`src/hw/rtl/sttok_pkg.sv`:
```
// Shared constants for the source text tokenizer: default widths, token kind codes,
// character codes and the keyword table.
// No dependencies.
package sttok_pkg;

  localparam int unsigned POS_BITS_DEFAULT      = 16;
  localparam int unsigned VALUE_BITS_DEFAULT    = 31;
  localparam int unsigned KEYWORD_BYTES_DEFAULT = 6;

  localparam int unsigned KIND_BITS = 6;

  localparam logic [KIND_BITS-1:0] K_END        = 6'd0;
  localparam logic [KIND_BITS-1:0] K_IF         = 6'd1;
  localparam logic [KIND_BITS-1:0] K_ELSE       = 6'd2;
  localparam logic [KIND_BITS-1:0] K_WHILE      = 6'd3;
  localparam logic [KIND_BITS-1:0] K_FOR        = 6'd4;
  localparam logic [KIND_BITS-1:0] K_RETURN     = 6'd5;
  localparam logic [KIND_BITS-1:0] K_FUNC       = 6'd6;
  localparam logic [KIND_BITS-1:0] K_ADD_ASSIGN = 6'd7;
  localparam logic [KIND_BITS-1:0] K_ADD        = 6'd8;
  localparam logic [KIND_BITS-1:0] K_SUB_ASSIGN = 6'd9;
  localparam logic [KIND_BITS-1:0] K_SUB        = 6'd10;
  localparam logic [KIND_BITS-1:0] K_MUL_ASSIGN = 6'd11;
  localparam logic [KIND_BITS-1:0] K_MUL        = 6'd12;
  localparam logic [KIND_BITS-1:0] K_DIV_ASSIGN = 6'd13;
  localparam logic [KIND_BITS-1:0] K_DIV        = 6'd14;
  localparam logic [KIND_BITS-1:0] K_MOD_ASSIGN = 6'd15;
  localparam logic [KIND_BITS-1:0] K_LPAREN     = 6'd16;
  localparam logic [KIND_BITS-1:0] K_RPAREN     = 6'd17;
  localparam logic [KIND_BITS-1:0] K_LBRACKET   = 6'd18;
  localparam logic [KIND_BITS-1:0] K_RBRACKET   = 6'd19;
  localparam logic [KIND_BITS-1:0] K_LBRACE     = 6'd20;
  localparam logic [KIND_BITS-1:0] K_RBRACE     = 6'd21;
  localparam logic [KIND_BITS-1:0] K_LOR        = 6'd22;
  localparam logic [KIND_BITS-1:0] K_BOR        = 6'd23;
  localparam logic [KIND_BITS-1:0] K_GE         = 6'd24;
  localparam logic [KIND_BITS-1:0] K_GT         = 6'd25;
  localparam logic [KIND_BITS-1:0] K_LE         = 6'd26;
  localparam logic [KIND_BITS-1:0] K_LT         = 6'd27;
  localparam logic [KIND_BITS-1:0] K_EQ         = 6'd28;
  localparam logic [KIND_BITS-1:0] K_ASSIGN     = 6'd29;
  localparam logic [KIND_BITS-1:0] K_NE         = 6'd30;
  localparam logic [KIND_BITS-1:0] K_NOT        = 6'd31;
  localparam logic [KIND_BITS-1:0] K_BNOT       = 6'd32;
  localparam logic [KIND_BITS-1:0] K_LAND       = 6'd33;
  localparam logic [KIND_BITS-1:0] K_BAND       = 6'd34;
  localparam logic [KIND_BITS-1:0] K_SEMI       = 6'd35;
  localparam logic [KIND_BITS-1:0] K_COMMA      = 6'd36;
  localparam logic [KIND_BITS-1:0] K_IDENT      = 6'd37;
  localparam logic [KIND_BITS-1:0] K_INT        = 6'd38;
  localparam logic [KIND_BITS-1:0] K_DEC        = 6'd39;
  localparam logic [KIND_BITS-1:0] K_ERR        = 6'd40;

  localparam logic [7:0] CH_NUL   = 8'h00;
  localparam logic [7:0] CH_TAB   = 8'h09;
  localparam logic [7:0] CH_NL    = 8'h0A;
  localparam logic [7:0] CH_SPACE = 8'h20;

  localparam int unsigned KW_COUNT     = 6;
  localparam int unsigned KW_TEXT_BITS = 48;

  // Keyword text with the first byte in the lowest byte lane, zero padded.
  localparam logic [KW_TEXT_BITS-1:0] KW_TEXT [KW_COUNT] = '{
    48'("fi"), 48'("esle"), 48'("elihw"), 48'("rof"), 48'("nruter"), 48'("cnuf")
  };
  localparam int unsigned KW_LEN [KW_COUNT] = '{2, 4, 5, 3, 6, 4};

  // Kind of an operator that may take a second byte, or K_ERR for any other byte.
  function automatic logic [KIND_BITS-1:0] op_single(input logic [7:0] c);
    logic [KIND_BITS-1:0] k;
    case (c)
      "+":     k = K_ADD;
      "-":     k = K_SUB;
      "*":     k = K_MUL;
      "/":     k = K_DIV;
      "|":     k = K_BOR;
      ">":     k = K_GT;
      "<":     k = K_LT;
      "=":     k = K_ASSIGN;
      "!":     k = K_NOT;
      "&":     k = K_BAND;
      default: k = K_ERR;
    endcase
    return k;
  endfunction

  // Second byte that turns a pending operator into its two-byte form.
  function automatic logic [7:0] op_second(input logic [7:0] c);
    return (c == "|" || c == "&") ? c : 8'("=");
  endfunction

endpackage

```
`src/hw/rtl/source_text_tokenizer.sv`:
```
// Top level of the source text tokenizer: byte scanner state and a four-entry token queue.
// Depends on sttok_pkg for kind codes, character codes and the keyword table.
//
// It takes one source byte per cycle unless stalled and returns tokens in source order.
// A token is known only when the byte after it arrives, so one byte may give two tokens (the
// finished one and a single-byte token or error); byte 0 flushes any open token and adds an end
// token, then scanning restarts. All scanning for a byte happens in the cycle it is accepted,
// and its tokens can be taken from the next cycle on, one per cycle unless out_stall is high,
// from a four-entry queue. The input stalls only while fewer than two queue entries are free,
// so with the output taking a token every cycle the sustained rate is one byte per cycle;
// bursts of two-token bytes are limited by the one-token-per-cycle output. After an unexpected
// byte the error token is sent and all bytes up to the next byte 0 are consumed silently.
module source_text_tokenizer
  import sttok_pkg::*;
#(
  parameter int unsigned POS_BITS      = POS_BITS_DEFAULT,
  parameter int unsigned VALUE_BITS    = VALUE_BITS_DEFAULT,
  parameter int unsigned KEYWORD_BYTES = KEYWORD_BYTES_DEFAULT
) (
  input  logic                  clk,
  input  logic                  rst,
  input  logic                  in_valid,
  output logic                  in_stall,
  input  logic [7:0]            ch,
  output logic                  out_valid,
  input  logic                  out_stall,
  output logic [KIND_BITS-1:0]  kind,
  output logic [POS_BITS-1:0]   start_pos,
  output logic [POS_BITS-1:0]   line,
  output logic [POS_BITS-1:0]   col,
  output logic [POS_BITS-1:0]   length,
  output logic [VALUE_BITS-1:0] value,
  output logic                  last_of_run
);

  localparam int unsigned KW_BITS    = 8 * KEYWORD_BYTES;
  localparam int unsigned PROD_BITS  = VALUE_BITS + 4;
  localparam int unsigned FIFO_DEPTH = 4;
  localparam int unsigned FIFO_AW    = $clog2(FIFO_DEPTH);
  localparam int unsigned CNT_BITS   = FIFO_AW + 1;

  typedef enum logic [2:0] {
    M_IDLE, M_OP, M_IDENT, M_INT, M_DEC, M_COMMENT, M_HALT
  } mode_t;

  typedef struct packed {
    logic [KIND_BITS-1:0]  kind;
    logic [POS_BITS-1:0]   pos;
    logic [POS_BITS-1:0]   line;
    logic [POS_BITS-1:0]   col;
    logic [POS_BITS-1:0]   len;
    logic [VALUE_BITS-1:0] value;
    logic                  last;
  } tok_t;

  mode_t                 mode, mode_next;
  logic [7:0]            pending_char, pending_char_next;
  logic [POS_BITS-1:0]   line_count, line_count_next;
  logic [POS_BITS-1:0]   column_count, column_count_next;
  logic [POS_BITS-1:0]   byte_position, byte_position_next;
  logic [POS_BITS-1:0]   tok_pos, tok_pos_next;
  logic [POS_BITS-1:0]   tok_line, tok_line_next;
  logic [POS_BITS-1:0]   tok_col, tok_col_next;
  logic [POS_BITS-1:0]   tok_len, tok_len_next;
  logic [VALUE_BITS-1:0] value_acc, value_acc_next;
  logic [KW_BITS-1:0]    kw_prefix, kw_prefix_next;

  tok_t                  fifo [FIFO_DEPTH];
  logic [FIFO_AW-1:0]    rd_ptr, wr_ptr;
  logic [CNT_BITS-1:0]   count;

  logic                  accept, pop;
  logic [POS_BITS-1:0]   cur_col, tok_len_inc;
  logic [KIND_BITS-1:0]  ident_kind, pend_single;
  logic [PROD_BITS-1:0]  acc_ext, acc_prod;
  logic [VALUE_BITS-1:0] acc_step;
  logic                  p_valid, n_valid, fresh;
  tok_t                  p_tok, n_tok, r0, r1;
  logic [1:0]            n_push;

  assign accept = in_valid && !in_stall;
  assign pop    = out_valid && !out_stall;

  assign cur_col     = (column_count == '1) ? column_count : column_count + POS_BITS'(1);
  assign tok_len_inc = (tok_len == '1) ? tok_len : tok_len + POS_BITS'(1);
  assign pend_single = op_single(pending_char);

  assign acc_ext  = PROD_BITS'(value_acc);
  assign acc_prod = (acc_ext << 3) + (acc_ext << 1) + PROD_BITS'(ch[3:0]);
  assign acc_step = (acc_prod > PROD_BITS'({VALUE_BITS{1'b1}})) ? '1 : acc_prod[VALUE_BITS-1:0];

  always_comb begin
    ident_kind = K_IDENT;
    for (int k = KW_COUNT - 1; k >= 0; k--) begin
      if (kw_prefix == KW_BITS'(KW_TEXT[k]) && tok_len == POS_BITS'(KW_LEN[k])) begin
        ident_kind = KIND_BITS'(k + 1);
      end
    end
  end

  always_comb begin
    mode_next          = mode;
    pending_char_next  = pending_char;
    line_count_next    = line_count;
    column_count_next  = column_count;
    byte_position_next = byte_position;
    tok_pos_next       = tok_pos;
    tok_line_next      = tok_line;
    tok_col_next       = tok_col;
    tok_len_next       = tok_len;
    value_acc_next     = value_acc;
    kw_prefix_next     = kw_prefix;
    p_valid            = 1'b0;
    n_valid            = 1'b0;
    fresh              = 1'b0;

    p_tok.pos   = tok_pos;
    p_tok.line  = tok_line;
    p_tok.col   = tok_col;
    p_tok.len   = tok_len;
    p_tok.value = '0;
    p_tok.last  = 1'b0;
    unique case (mode)
      M_OP:    p_tok.kind = pend_single;
      M_IDENT: p_tok.kind = ident_kind;
      M_INT: begin
        p_tok.kind  = K_INT;
        p_tok.value = value_acc;
      end
      M_DEC: begin
        p_tok.kind  = K_DEC;
        p_tok.value = value_acc;
      end
      default: p_tok.kind = K_END;
    endcase

    n_tok.kind  = K_END;
    n_tok.pos   = byte_position;
    n_tok.line  = line_count;
    n_tok.col   = cur_col;
    n_tok.len   = POS_BITS'(1);
    n_tok.value = '0;
    n_tok.last  = 1'b1;

    if (ch == CH_NUL) begin
      p_valid            = (mode == M_OP || mode == M_IDENT || mode == M_INT || mode == M_DEC);
      n_valid            = 1'b1;
      n_tok.len          = '0;
      mode_next          = M_IDLE;
      pending_char_next  = '0;
      line_count_next    = POS_BITS'(1);
      column_count_next  = '0;
      byte_position_next = '0;
      tok_pos_next       = '0;
      tok_line_next      = POS_BITS'(1);
      tok_col_next       = '0;
      tok_len_next       = '0;
      value_acc_next     = '0;
      kw_prefix_next     = '0;
    end else begin
      unique case (mode)
        M_HALT: fresh = 1'b0;
        M_COMMENT: begin
          if (ch == CH_NL) begin
            mode_next = M_IDLE;
            fresh     = 1'b1;
          end
        end
        M_OP: begin
          if (pending_char == "/" && ch == "/") begin
            mode_next = M_COMMENT;
          end else if (ch == op_second(pending_char) && pend_single != K_ERR) begin
            p_valid    = 1'b1;
            p_tok.kind = pend_single - KIND_BITS'(1);
            p_tok.len  = POS_BITS'(2);
            mode_next  = M_IDLE;
          end else begin
            p_valid   = 1'b1;
            mode_next = M_IDLE;
            fresh     = 1'b1;
          end
        end
        M_IDENT: begin
          if ((ch >= "A" && ch <= "Z") || (ch >= "a" && ch <= "z") ||
              (ch >= "0" && ch <= "9") || ch == "_") begin
            for (int b = 0; b < KEYWORD_BYTES; b++) begin
              if (tok_len == POS_BITS'(b)) begin
                kw_prefix_next[8*b +: 8] = ch;
              end
            end
            tok_len_next = tok_len_inc;
          end else begin
            p_valid   = 1'b1;
            mode_next = M_IDLE;
            fresh     = 1'b1;
          end
        end
        M_INT: begin
          if (ch >= "0" && ch <= "9") begin
            value_acc_next = acc_step;
            tok_len_next   = tok_len_inc;
          end else if (ch == ".") begin
            mode_next    = M_DEC;
            tok_len_next = tok_len_inc;
          end else begin
            p_valid   = 1'b1;
            mode_next = M_IDLE;
            fresh     = 1'b1;
          end
        end
        M_DEC: begin
          if (ch >= "0" && ch <= "9") begin
            tok_len_next = tok_len_inc;
          end else begin
            p_valid   = 1'b1;
            mode_next = M_IDLE;
            fresh     = 1'b1;
          end
        end
        default: begin
          mode_next = M_IDLE;
          fresh     = 1'b1;
        end
      endcase

      if (fresh) begin
        unique case (ch) inside
          "+", "-", "*", "/", "|", ">", "<", "=", "!", "&": begin
            mode_next         = M_OP;
            pending_char_next = ch;
            tok_pos_next      = byte_position;
            tok_line_next     = line_count;
            tok_col_next      = cur_col;
            tok_len_next      = POS_BITS'(1);
          end
          "%": begin
            n_valid    = 1'b1;
            n_tok.kind = K_MOD_ASSIGN;
          end
          "(": begin
            n_valid    = 1'b1;
            n_tok.kind = K_LPAREN;
          end
          ")": begin
            n_valid    = 1'b1;
            n_tok.kind = K_RPAREN;
          end
          "[": begin
            n_valid    = 1'b1;
            n_tok.kind = K_LBRACKET;
          end
          "]": begin
            n_valid    = 1'b1;
            n_tok.kind = K_RBRACKET;
          end
          "{": begin
            n_valid    = 1'b1;
            n_tok.kind = K_LBRACE;
          end
          "}": begin
            n_valid    = 1'b1;
            n_tok.kind = K_RBRACE;
          end
          "~": begin
            n_valid    = 1'b1;
            n_tok.kind = K_BNOT;
          end
          ";": begin
            n_valid    = 1'b1;
            n_tok.kind = K_SEMI;
          end
          ",": begin
            n_valid    = 1'b1;
            n_tok.kind = K_COMMA;
          end
          CH_SPACE, CH_TAB, CH_NL: begin
          end
          ["A":"Z"], ["a":"z"]: begin
            mode_next      = M_IDENT;
            tok_pos_next   = byte_position;
            tok_line_next  = line_count;
            tok_col_next   = cur_col;
            tok_len_next   = POS_BITS'(1);
            kw_prefix_next = KW_BITS'(ch);
          end
          ["0":"9"]: begin
            mode_next      = M_INT;
            tok_pos_next   = byte_position;
            tok_line_next  = line_count;
            tok_col_next   = cur_col;
            tok_len_next   = POS_BITS'(1);
            value_acc_next = VALUE_BITS'(ch[3:0]);
          end
          default: begin
            n_valid    = 1'b1;
            n_tok.kind = K_ERR;
            mode_next  = M_HALT;
          end
        endcase
      end

      byte_position_next = (byte_position == '1) ? byte_position
                                                  : byte_position + POS_BITS'(1);
      if (ch == CH_NL) begin
        line_count_next   = (line_count == '1) ? line_count : line_count + POS_BITS'(1);
        column_count_next = '0;
      end else begin
        column_count_next = cur_col;
      end
    end
  end

  always_ff @(posedge clk) begin
    if (rst) begin
      mode          <= M_IDLE;
      pending_char  <= '0;
      line_count    <= POS_BITS'(1);
      column_count  <= '0;
      byte_position <= '0;
      tok_pos       <= '0;
      tok_line      <= POS_BITS'(1);
      tok_col       <= '0;
      tok_len       <= '0;
      value_acc     <= '0;
      kw_prefix     <= '0;
    end else if (accept) begin
      mode          <= mode_next;
      pending_char  <= pending_char_next;
      line_count    <= line_count_next;
      column_count  <= column_count_next;
      byte_position <= byte_position_next;
      tok_pos       <= tok_pos_next;
      tok_line      <= tok_line_next;
      tok_col       <= tok_col_next;
      tok_len       <= tok_len_next;
      value_acc     <= value_acc_next;
      kw_prefix     <= kw_prefix_next;
    end
  end

  always_comb begin
    r0      = p_valid ? p_tok : n_tok;
    r0.last = !(p_valid && n_valid);
    r1      = n_tok;
    n_push  = accept ? ({1'b0, p_valid} + {1'b0, n_valid}) : 2'd0;
  end

  always_ff @(posedge clk) begin
    if (n_push != 2'd0) begin
      fifo[wr_ptr] <= r0;
    end
    if (n_push == 2'd2) begin
      fifo[wr_ptr + FIFO_AW'(1)] <= r1;
    end
  end

  always_ff @(posedge clk) begin
    if (rst) begin
      rd_ptr <= '0;
      wr_ptr <= '0;
      count  <= '0;
    end else begin
      wr_ptr <= wr_ptr + FIFO_AW'(n_push);
      if (pop) begin
        rd_ptr <= rd_ptr + FIFO_AW'(1);
      end
      count <= count + CNT_BITS'(n_push) - CNT_BITS'(pop);
    end
  end

  assign in_stall    = count > CNT_BITS'(FIFO_DEPTH - 2);
  assign out_valid   = count != '0;
  assign kind        = fifo[rd_ptr].kind;
  assign start_pos   = fifo[rd_ptr].pos;
  assign line        = fifo[rd_ptr].line;
  assign col         = fifo[rd_ptr].col;
  assign length      = fifo[rd_ptr].len;
  assign value       = fifo[rd_ptr].value;
  assign last_of_run = fifo[rd_ptr].last;

  a_count_bound: assert property (@(posedge clk) disable iff (rst)
    count <= CNT_BITS'(FIFO_DEPTH))
    else $error("token queue count exceeds its depth");

  a_end_restarts: assert property (@(posedge clk) disable iff (rst)
    accept && ch == CH_NUL |=> mode == M_IDLE && byte_position == '0 &&
                               line_count == POS_BITS'(1))
    else $error("scanner state not restarted after end of source");

  a_open_token_len: assert property (@(posedge clk) disable iff (rst)
    (mode == M_OP || mode == M_IDENT || mode == M_INT || mode == M_DEC) |-> tok_len != '0)
    else $error("open token has zero length");

  a_halt_silent: assert property (@(posedge clk) disable iff (rst)
    accept && mode == M_HALT && ch != CH_NUL |=> count == $past(count) - CNT_BITS'($past(pop)))
    else $error("halted scanner produced a token");

endmodule

```
`config.mk`:
```
export PLATFORM = sky130hd
export DESIGN_NAME = source_text_tokenizer
export DESIGN_NICKNAME = d
export VERILOG_FILES = /design/src/hw/rtl/sttok_pkg.sv /design/src/hw/rtl/source_text_tokenizer.sv
export SDC_FILE = /design/constraint.sdc
export NUM_CORES = 1
export LEC_CHECK = 0
export ABC_CLOCK_PERIOD_IN_PS = 11300
export BUFFER_PORTS_ARGS = -buffer_cell sky130_fd_sc_hd__clkbuf_2
export CAP_MARGIN = 20
export CORE_MARGIN = 2
export CORE_UTILIZATION = 40
export CTS_BUF_LIST = sky130_fd_sc_hd__clkbuf_4 sky130_fd_sc_hd__clkbuf_8 sky130_fd_sc_hd__clkbuf_16
export DETAILED_ROUTE_END_ITERATION = 10
export GPL_TIMING_DRIVEN = 0
export PLACE_DENSITY = 0.61
export SYNTH_ARGS = -nofsm -noshare
export SYNTH_HDL_FRONTEND = slang
export SYNTH_SLANG_ARGS = --single-unit
```
`constraint.sdc`:
```
create_clock -name clk -period 11.3 [get_ports clk]
set_clock_uncertainty 0.15 [all_clocks]
set_input_delay 1.13 -clock clk [delete_from_list [all_inputs] [get_ports clk]]
set_output_delay 1.13 -clock clk [all_outputs]
set_load 0.01 [all_outputs]
```
---- Word level (Yosys, flattened, before mapping) ----
Memory sizes are Yosys's and may differ from the RTL's. A register that Yosys moved wholly into a read port is not among the register bits.
Cells that the tools add are included.
cells by class
  $add $sub $neg .......................... 13
  divide/modulo/power cells ............... 0
  $mul .................................... 0
  shift-type cells ........................ 0
  bitwise logic cells ..................... 0
  reductions and logical operators ........ 42
  mux-type cells .......................... 101
  magnitude comparators ................... 8
  eq/ne operators ......................... 62
operators with widths
  kind                                                   count
  two-way mux 16 bit                                     29
  two-way mux 48 bit                                     5
  two-way mux 31 bit                                     7
  == test 8 x 6 -> 1 bit (second input constant)         25
  two-way mux 102 bit                                    1
  == test 48 x 31 -> 1 bit (second input constant)       2
  two-way mux 8 bit                                      10
  two-way mux 6 bit                                      12
  one-hot mux 6 bit (11 select lines)                    1
  adder 16 x 1 -> 16 bit (second input constant)         4
  == test 16 bit (second input constant)                 4
  == test 8 x 7 -> 1 bit (second input constant)         8
  one-hot mux 6 bit (10 select lines)                    1
  == test 16 x 3 -> 1 bit (second input constant)        3
  == test 48 x 15 -> 1 bit (second input constant)       1
  == test 48 x 23 -> 1 bit (second input constant)       1
  == test 48 x 39 -> 1 bit (second input constant)       1
  == test 48 x 47 -> 1 bit (second input constant)       1
  one-hot mux 16 bit (3 select lines)                    1
  adder 34 x 32 -> 35 bit                                1
  adder 35 x 4 -> 35 bit                                 1
  > comparator 35 x 31 -> 1 bit (second input constant)  1
  == test 16 x 2 -> 1 bit (second input constant)        2
  OR reduction 13 bit                                    2
  40 further kinds                                       102
word-level totals
  RAM bits ................................ 408
  bits in latches ......................... 0
  memories kept ........................... 1
  input port bits ......................... 12
  word-level logic and storage cells ...... 241
  memory bits (read-only) ................. 0
  output and inout port bits .............. 104
  flip-flop bits (word level) ............. 209
memory list
  name  words  bits a word  rd ports  clocked after Yosys merged registers in  write ports  line                         text
  fifo  4      102          1         1                                        2            source_text_tokenizer.sv:68  tok_t fifo [FIFO_DEPTH];

---- Logic depth before layout (Yosys ltp) ----
Gate-level depths: netlist of the first run.
  depth after elaboration ................. 16
  mapped depth ............................ 19
  mapped depth without buffers ............ 14

---- Least setup slack after synthesis of the first run ----
Ideal clock, no wire load.
  kind .................................... input-to-reg
  from .................................... in ch[1]
  to ...................................... mem fifo[1][100] (netlist bit), enable pin
  slack ................................... 5.360 ns
  setup time .............................. 0.410 ns
  data required time ...................... 10.740 ns
  buffers on the path ..................... 5
  stages .................................. 14
  arrival time ............................ 5.380 ns
  path through ............................ buf_2 > or4_4 > or3_1 > buf_6 > o21ai_1 > a31oi_4 > inv_2 > clkbuf_1 > ha_1 > clkbuf_1 > nor4_1 > nor2_1 > clkbuf_1 > inv_1
RTL lines
  element      line                         text
  from (decl)  source_text_tokenizer.sv:24  input logic [7:0] ch,
  to (decl)    source_text_tokenizer.sv:68

==> run_results.csv, run 1 <==
group,metric,value,unit
run_status,outcome,"completed",
setup_path,path_max_fanout,10,
global_route,grt_overflow,0,
logic_synthesis,synth_cell_types,100,
clocking,ctsHoldBuffers,0,
timing,slew_headroom,18.6,%
routing,antenna_left,0,
logic_synthesis,yosysWarnings,0,
timing,fin_crit,6.70,ns
timing,clock.fmax,0.149,GHz
clocking,cts-root-buf,"clkbuf_16",
logic_synthesis,synth_edf_count,220,
routing,via_per_inst,6.13,
floorplanning,die_height,277,um
logic_synthesis,synthFlopType,"dfxtp_1",
setup_path,critical_path_arrival,6.98,ns
clocking,cts_tree,"yes",
logic_synthesis,synth_seq_area_share,49.1,%
placed_design,portBuffers,113,
clocking,clk_latency,0.62,ns
timing,setup_ws,4.60,ns
setup_path,cp.required,11.57,ns
floorplanning,core_area,73300,um^2
logic_synthesis,ys_ff_latch,619,
logic_synthesis,syn_nets,2799,
timing,rsz0062_at_grt,"no",
routing,drtIter0Drc,2377,
logic_synthesis,async_reset_ff_share,0,%
routing,drc,0,
routing,finalWirelength,91600,um
floorplanning,die_x,277,um
clocking,clk_pin_slew,0.06,ns
cells_and_area,area_growth,14.7,%
job,cap_violations,0,
routing,via_count,24000,
floorplanning,start_util,40.5,%
global_route,antenna_found_initial,9,
routing,dr.pass1.iters,6,
timing,setup_viol,0,
placed_design,pre_cts_ws,4.15,ns
timing,post-route-period-util,59.3,%
clocking,postCtsSetupBuffers,0,
logic_synthesis,syn_inst,2710,
timing,slew_viol_final,0,
cells_and_area,num-nets-final,2994,
worst_hold_path,hp-class,"reg2reg",
cells_and_area,final_area,34100,um^2
logic_synthesis,synth_area,29700,um^2
timing,hold_viol,0,
pwr,p_per_area,185,nW/um^2
cells_and_area,drive_gt1_share,15.8,%
clocking,cts_buffers,69,
floorplanning,fp-row-count,99,
floorplanning,die_area,76500,um^2
global_route,grt_pass1_wl,140000,um
placed_design,placed_area,31700,um^2
cells_and_area,layoutNonFillerInstCount,3921,
cells_and_area,layout_commonest_cell,"dfxtp_1",
logic_synthesis,syn_area_per_cell,11.0,um^2
timing,hold_slack,0.315,ns
clocking,cts_resized,0,
clocking,clock_path_buffers,3,
pwr,ir_drop,133,uV
setup_path,worstSetupEndpointType,"flip-flop",
placed_design,post-place-cells,3791,
timing,tns,0,ns
routing,drt-wirelength-per-cell,23.4,um
global_route,grtUsageTotal,23.4,%
clocking,numClockSinks,619,
timing,worst_pin_slew,1.22,ns
floorplanning,ios,116,
cells_and_area,n_fill_cell,6726,
clocking,h-tree-depth,3,
placed_design,hpwlAfterDp,63300,um
global_route,grt_max_degree,57,
cells_and_area,mostFrequentLayoutCells,"dfxtp_1, a22o_1, edfxtp_1",
global_route,grt_pass1_vias,23500,
placed_design,gp_congestion,0.933,
pwr,power.leakage,12.2,nW
setup_path,critical_path_class,"in2reg",
setup_path,startpoint_type,"input pin",
==> final cells by class <==
cell class	instances	area (um^2)	area share [%]
sequential	619	14600	42.8
multi-input combinational	1827	14000	41.2
clock buffer	105	2140	6.28
tap	959	1200	3.52
buffer	218	927	2.72
timing repair buffer	124	768	2.25
clock inverter	21	258	0.755
inverter	46	183	0.535
antenna	2	5.00	0.0147
==> state kept, by name, indices dropped and copies added (netlist names), named ones only <==
| register | flops |
|---|---|
| tok_col | 16 |
| byte_position | 16 |
| fifo | 408 |
| kw_prefix | 48 |
| count | 3 |
| pending_char | 8 |
| tok_pos | 16 |
| column_count | 16 |
| mode | 3 |
| rd_ptr | 2 |
| wr_ptr | 2 |
| tok_len | 16 |
| tok_line | 16 |
| value_acc | 31 |
| line_count | 16 |
==> synthesized netlist by cell type, drive strengths merged, types with 6 or more instances <==
library cell,instances,area (um^2)
dfxtp,399,7990
a22o,391,3420
edfxtp,220,6610
nand2,199,749
nor2,190,758
o21ai,177,976
clkbuf,133,499
a21oi,113,581
mux4,102,2300
buf,85,427
ha,74,926
nand3,52,260
inv,46,173
nor3,44,230
xor2,39,342
o22ai,37,231
nand4,35,219
xnor2,30,263
nor4,23,163
o31ai,20,150
nor2b,18,113
a31oi,16,115
and3,16,100
or3,16,100
a21o,14,105
nand2b,14,87.6
a2111oi,13,145
and2,13,81.3
a22oi,11,82.6
mux2i,11,110
o211ai,11,87.6
or2,11,68.8
nor3b,10,75.1
and4,8,70.1
nor4b,7,67.6
o21a,7,52.6
a32oi,6,52.6
and4b,6,60.1
nand3b,6,45.0
or4,6,52.6
==> metal layers <==
layer	global-route usage (%)	vias to the layer above	wire, um
met5	0	-	97
met4	7.98	14	2750
met3	4.56	189	6890
met2	37.4	990	42200
met1	31.8	12000	39700
li1	-	10900	-
==> final timing paths <==
check / slack, ns / startpoint / cells after the start / endpoint
hold / removal: 0.32 / fifo[1][33]$_SDFFE_PP0P_ / 2 / fifo[1][33]$_SDFFE_PP0P_
setup reg to reg: 5.02 / pending_char[6]$_SDFFE_PP0P_ / 17 / fifo[3][52]$_DFFE_PP_
hold reg to reg: 0.32 / fifo[1][33]$_SDFFE_PP0P_ / 2 / fifo[1][33]$_SDFFE_PP0P_
setup / recovery: 4.60 / ch[6] / 19 / fifo[3][52]$_DFFE_PP_
==> worst max-delay path, stage by stage <==
cell and delay, ns:
clkbuf_2 0.12, clkbuf_1 0.44, nor2_1 0.35, nand3_1 0.24
nor4_2 0.44, o21ai_1 0.17, a31oi_4 0.40, inv_2 0.21
clkbuf_1 0.37, ha_1 0.41, clkbuf_1 0.32, o21ai_1 0.24
or2_2 0.36, clkbuf_1 0.32, nor2_1 0.28, buf_2 0.32
buf_1 0.60, nand2_1 0.11, o21ai_0 0.12
==> report_power, final <==
part / leakage [nW] / total [mW] / internal [mW] / switching (mW)
clock: 1.20 / 2.33 / 1.39 / 0.937
combinational: 5.96 / 1.44 / 0.469 / 0.972
sequential: 5.00 / 2.55 / 2.49 / 0.0533
==> kinds of logic after synthesis <==
logic type               after synthesis  synth area share (%)
AO/OA/AOI/OAI                        874                  22.0
AND/OR/NAND/NOR                      690                  11.6
flip-flops                           619                  49.1
buffers and inverters                264                  3.69
multiplexers                         115                  8.17
adder cells (fa/ha/maj)               79                  3.38
XOR/XNOR                              69                  2.03
==> stage by stage <==
step	util, %	power (mW)
after global routing	46.5	6.54
after detailed placement	43.2	4.02
final	46.5	6.32
after floorplan	-	3.43
after CTS	46.5	6.34
after global placement	43.0	3.98
(Power assumes the default switching activity.)
==> run 2: changes to the inputs <==
--- a/config.mk
+++ b/config.mk
@@ -5,7 +5,7 @@
 export SDC_FILE = /design/constraint.sdc
 export NUM_CORES = 1
 export LEC_CHECK = 0
-export ABC_CLOCK_PERIOD_IN_PS = 11300
+export ABC_CLOCK_PERIOD_IN_PS = 5800
 export BUFFER_PORTS_ARGS = -buffer_cell sky130_fd_sc_hd__clkbuf_2
 export CAP_MARGIN = 20
 export CORE_MARGIN = 2
@@ -13,7 +13,7 @@
 export CTS_BUF_LIST = sky130_fd_sc_hd__clkbuf_4 sky130_fd_sc_hd__clkbuf_8 sky130_fd_sc_hd__clkbuf_16
 export DETAILED_ROUTE_END_ITERATION = 10
 export GPL_TIMING_DRIVEN = 0
-export PLACE_DENSITY = 0.61
+export PLACE_DENSITY = 0.63
 export SYNTH_ARGS = -nofsm -noshare
 export SYNTH_HDL_FRONTEND = slang
 export SYNTH_SLANG_ARGS = --single-unit
==> constraint.sdc (replaced) <==
create_clock -name clk -period 5.8 [get_ports clk]
set_clock_uncertainty 0.15 [all_clocks]
set_input_delay 0.58 -clock clk [delete_from_list [all_inputs] [get_ports clk]]
set_output_delay 0.58 -clock clk [all_outputs]
set_load 0.01 [all_outputs]
==> run_results.csv, run 2 (synthesis gave the netlist of run 1 again) <==
group,metric,value,unit
setup_path,crit_path_cell_trace,"clkbuf_2 -> buf_2 -> and4b_1 -> clkbuf_1 -> a31oi_1 -> a221oi_1 -> nor2_1 -> a31oi_4 -> inv_2 -> clkbuf_2 -> ha_1 -> clkbuf_1 -> o21ai_1 -> nor3_1 -> a21oi_1 -> buf_2 -> o22ai_1",
routing,antenna_left,0,
routing,drt-wirelength-per-cell,23.5,um
routing,via_per_inst,6.18,
routing,dr.pass1.iters,6,
clocking,clock_path_buffers,3,
setup_path,worstSetupEndpointType,"flip-flop",
placed_design,portBuffers,113,
clocking,postCtsSetupBuffers,0,
cells_and_area,largest_reg_flops,408,
timing,slew_viol_final,0,
timing,fin_crit,5.72,ns
cells_and_area,mostFrequentLayoutCells,"dfxtp_1, a22o_1, edfxtp_1",
setup_path,startpoint_type,"input pin",
cells_and_area,num-nets-final,2988,
clocking,cts_tree,"yes",
routing,finalWirelength,92100,um
cells_and_area,reg_top3,"fifo x408, kw_prefix x48, value_acc x31",
floorplanning,die_height,277,um
setup_path,cp_slowest_stage_delay,0.82,ns
setup_path,cp.required,5.98,ns
clocking,cts-root-buf,"clkbuf_16",
floorplanning,die_x,277,um
cells_and_area,n_fill_cell,6706,
timing,setup_viol,0,
timing,worst_pin_slew,1.13,ns
setup_path,cpMaxStageDelayCell,"a21oi_1",
setup_path,reg2reg_from,"mode[0]$_SDFFE_PP0P_",
placed_design,gp_congestion,0.926,
timing,post-route-period-util,98.7,%
clocking,clk_pin_slew,0.06,ns
worst_hold_path,hp-class,"reg2reg",
floorplanning,start_util,40.5,%
cells_and_area,drive_gt1_share,16.4,%
global_route,grt_pass1_wl,140000,um
placed_design,placed_area,31600,um^2
routing,drc,0,
cells_and_area,final_core_util,46.5,%
pwr,power.leakage,12.2,nW
cells_and_area,final_area,34100,um^2
run_status,outcome,"completed",
clocking,numClockSinks,619,
pwr,ir_drop,235,uV
routing,via_count,24200,
pwr,p_per_area,362,nW/um^2
cells_and_area,multi_input_area,14100,um^2
global_route,grt_overflow,0,
placed_design,hpwlAfterDp,63800,um
job,cap_violations,0,
timing,rsz0062_at_grt,"yes",
cells_and_area,largest_register,"fifo",
worst_hold_path,min-delay-start,"fifo[0][33]$_SDFFE_PP0N_",
clocking,h-tree-depth,3,
floorplanning,die_area,76500,um^2
routing,drtIter0Drc,2636,
cells_and_area,layout_commonest_cell,"dfxtp_1",
global_route,grt_pass1_vias,23500,
setup_path,path_max_fanout,10,
floorplanning,core_area,73300,um^2
global_route,grtUsageTotal,23.4,%
cells_and_area,seqCellArea,14600,um^2
clocking,clk_latency,0.63,ns
floorplanning,fp-row-count,99,
clocking,cts_buffers,69,
timing,clock.fmax,0.175,GHz
setup_path,crit_start,"ch[4]",
cells_and_area,area_growth,14.6,%
global_route,antenna_found_initial,9,
setup_path,critical_path_arrival,5.90,ns
timing,hold_viol,0,
timing,slew_headroom,24.9,%
global_route,grt_max_degree,57,
setup_path,critical_path_class,"in2reg",
floorplanning,ios,116,
-- run 2: path summary, 6_finish.rpt --
kind | cells after the start | endpoint | slack, ns
worst max-delay path | 17 | fifo[0][99]$_DFFE_PP_ | 0.08
worst min-delay path | 2 | fifo[0][33]$_SDFFE_PP0N_ | 0.32
worst max register to register | 15 | fifo[0][99]$_DFFE_PP_ | 0.17
worst min register to register | 2 | fifo[0][33]$_SDFFE_PP0N_ | 0.32
-- run 2: per-stage QoR --
| stage | cells | setup TNS [ns] | worst slack, ns | power [mW] | hold WS, ns |
|---|---|---|---|---|---|
| CTS | 3911 | 0 | 0.131 | 12.4 | 0.304 |
| global route | 3909 | -0.459 | -0.0737 | 12.8 | 0.319 |
| global placement | 3782 | -664.09 | -2.68 | 7.75 | 0.293 |
| detailed placement | 3789 | -337.96 | -0.892 | 7.81 | 0.298 |
| floorplan | 2710 | 0 | 0.410 | 6.68 | 0.270 |
| finish | 3911 | 0 | 0.0780 | 12.4 | 0.322 |
-- run 2: critical path: cells and delay by family --
kind            cells  cell delay (ns)
simple gates        3             0.56
buf+inv             7             1.89
fa+ha+maj           1             0.36
compound gates      6             2.47
-- run 2: where the power goes --
group | switching (mW) | total, mW | internal [mW]
combinational | 1.89 | 2.77 | 0.886
sequential | 0.107 | 4.97 | 4.86
clock | 1.85 | 4.61 | 2.75
-- run 2: repair_timing --
action	4_1_cts	5_1_grt
endpoints found under the setup margin	474	511
gates resized for setup	18	12
pin swaps	0	1
hold buffers	0	0
-- run 2: cell type report --
type / count / area share [%]
inverter: 46 / 0.543
clock buffer: 98 / 6.01
antenna: 2 / 0.0147
multi-input combinational: 1827 / 41.3
tap: 959 / 3.52
buffer: 215 / 2.77
sequential: 619 / 42.8
timing repair buffer: 121 / 2.01
clock inverter: 24 / 1.01
-- run 2: layer usage --
| metal | vias up | global-route usage [%] | part of all wire (%) | routed length [um] |
|---|---|---|---|---|
| met4 | 14 | 7.41 | 2.9 | 2630 |
| met1 | 12100 | 31.8 | 43 | 39800 |
| li1 | 10800 | - | - | - |
| met3 | 204 | 4.28 | 7.4 | 6820 |
| met2 | 1036 | 38.0 | 46 | 42700 |
| met5 | - | 0 | 0.10 | 93 |
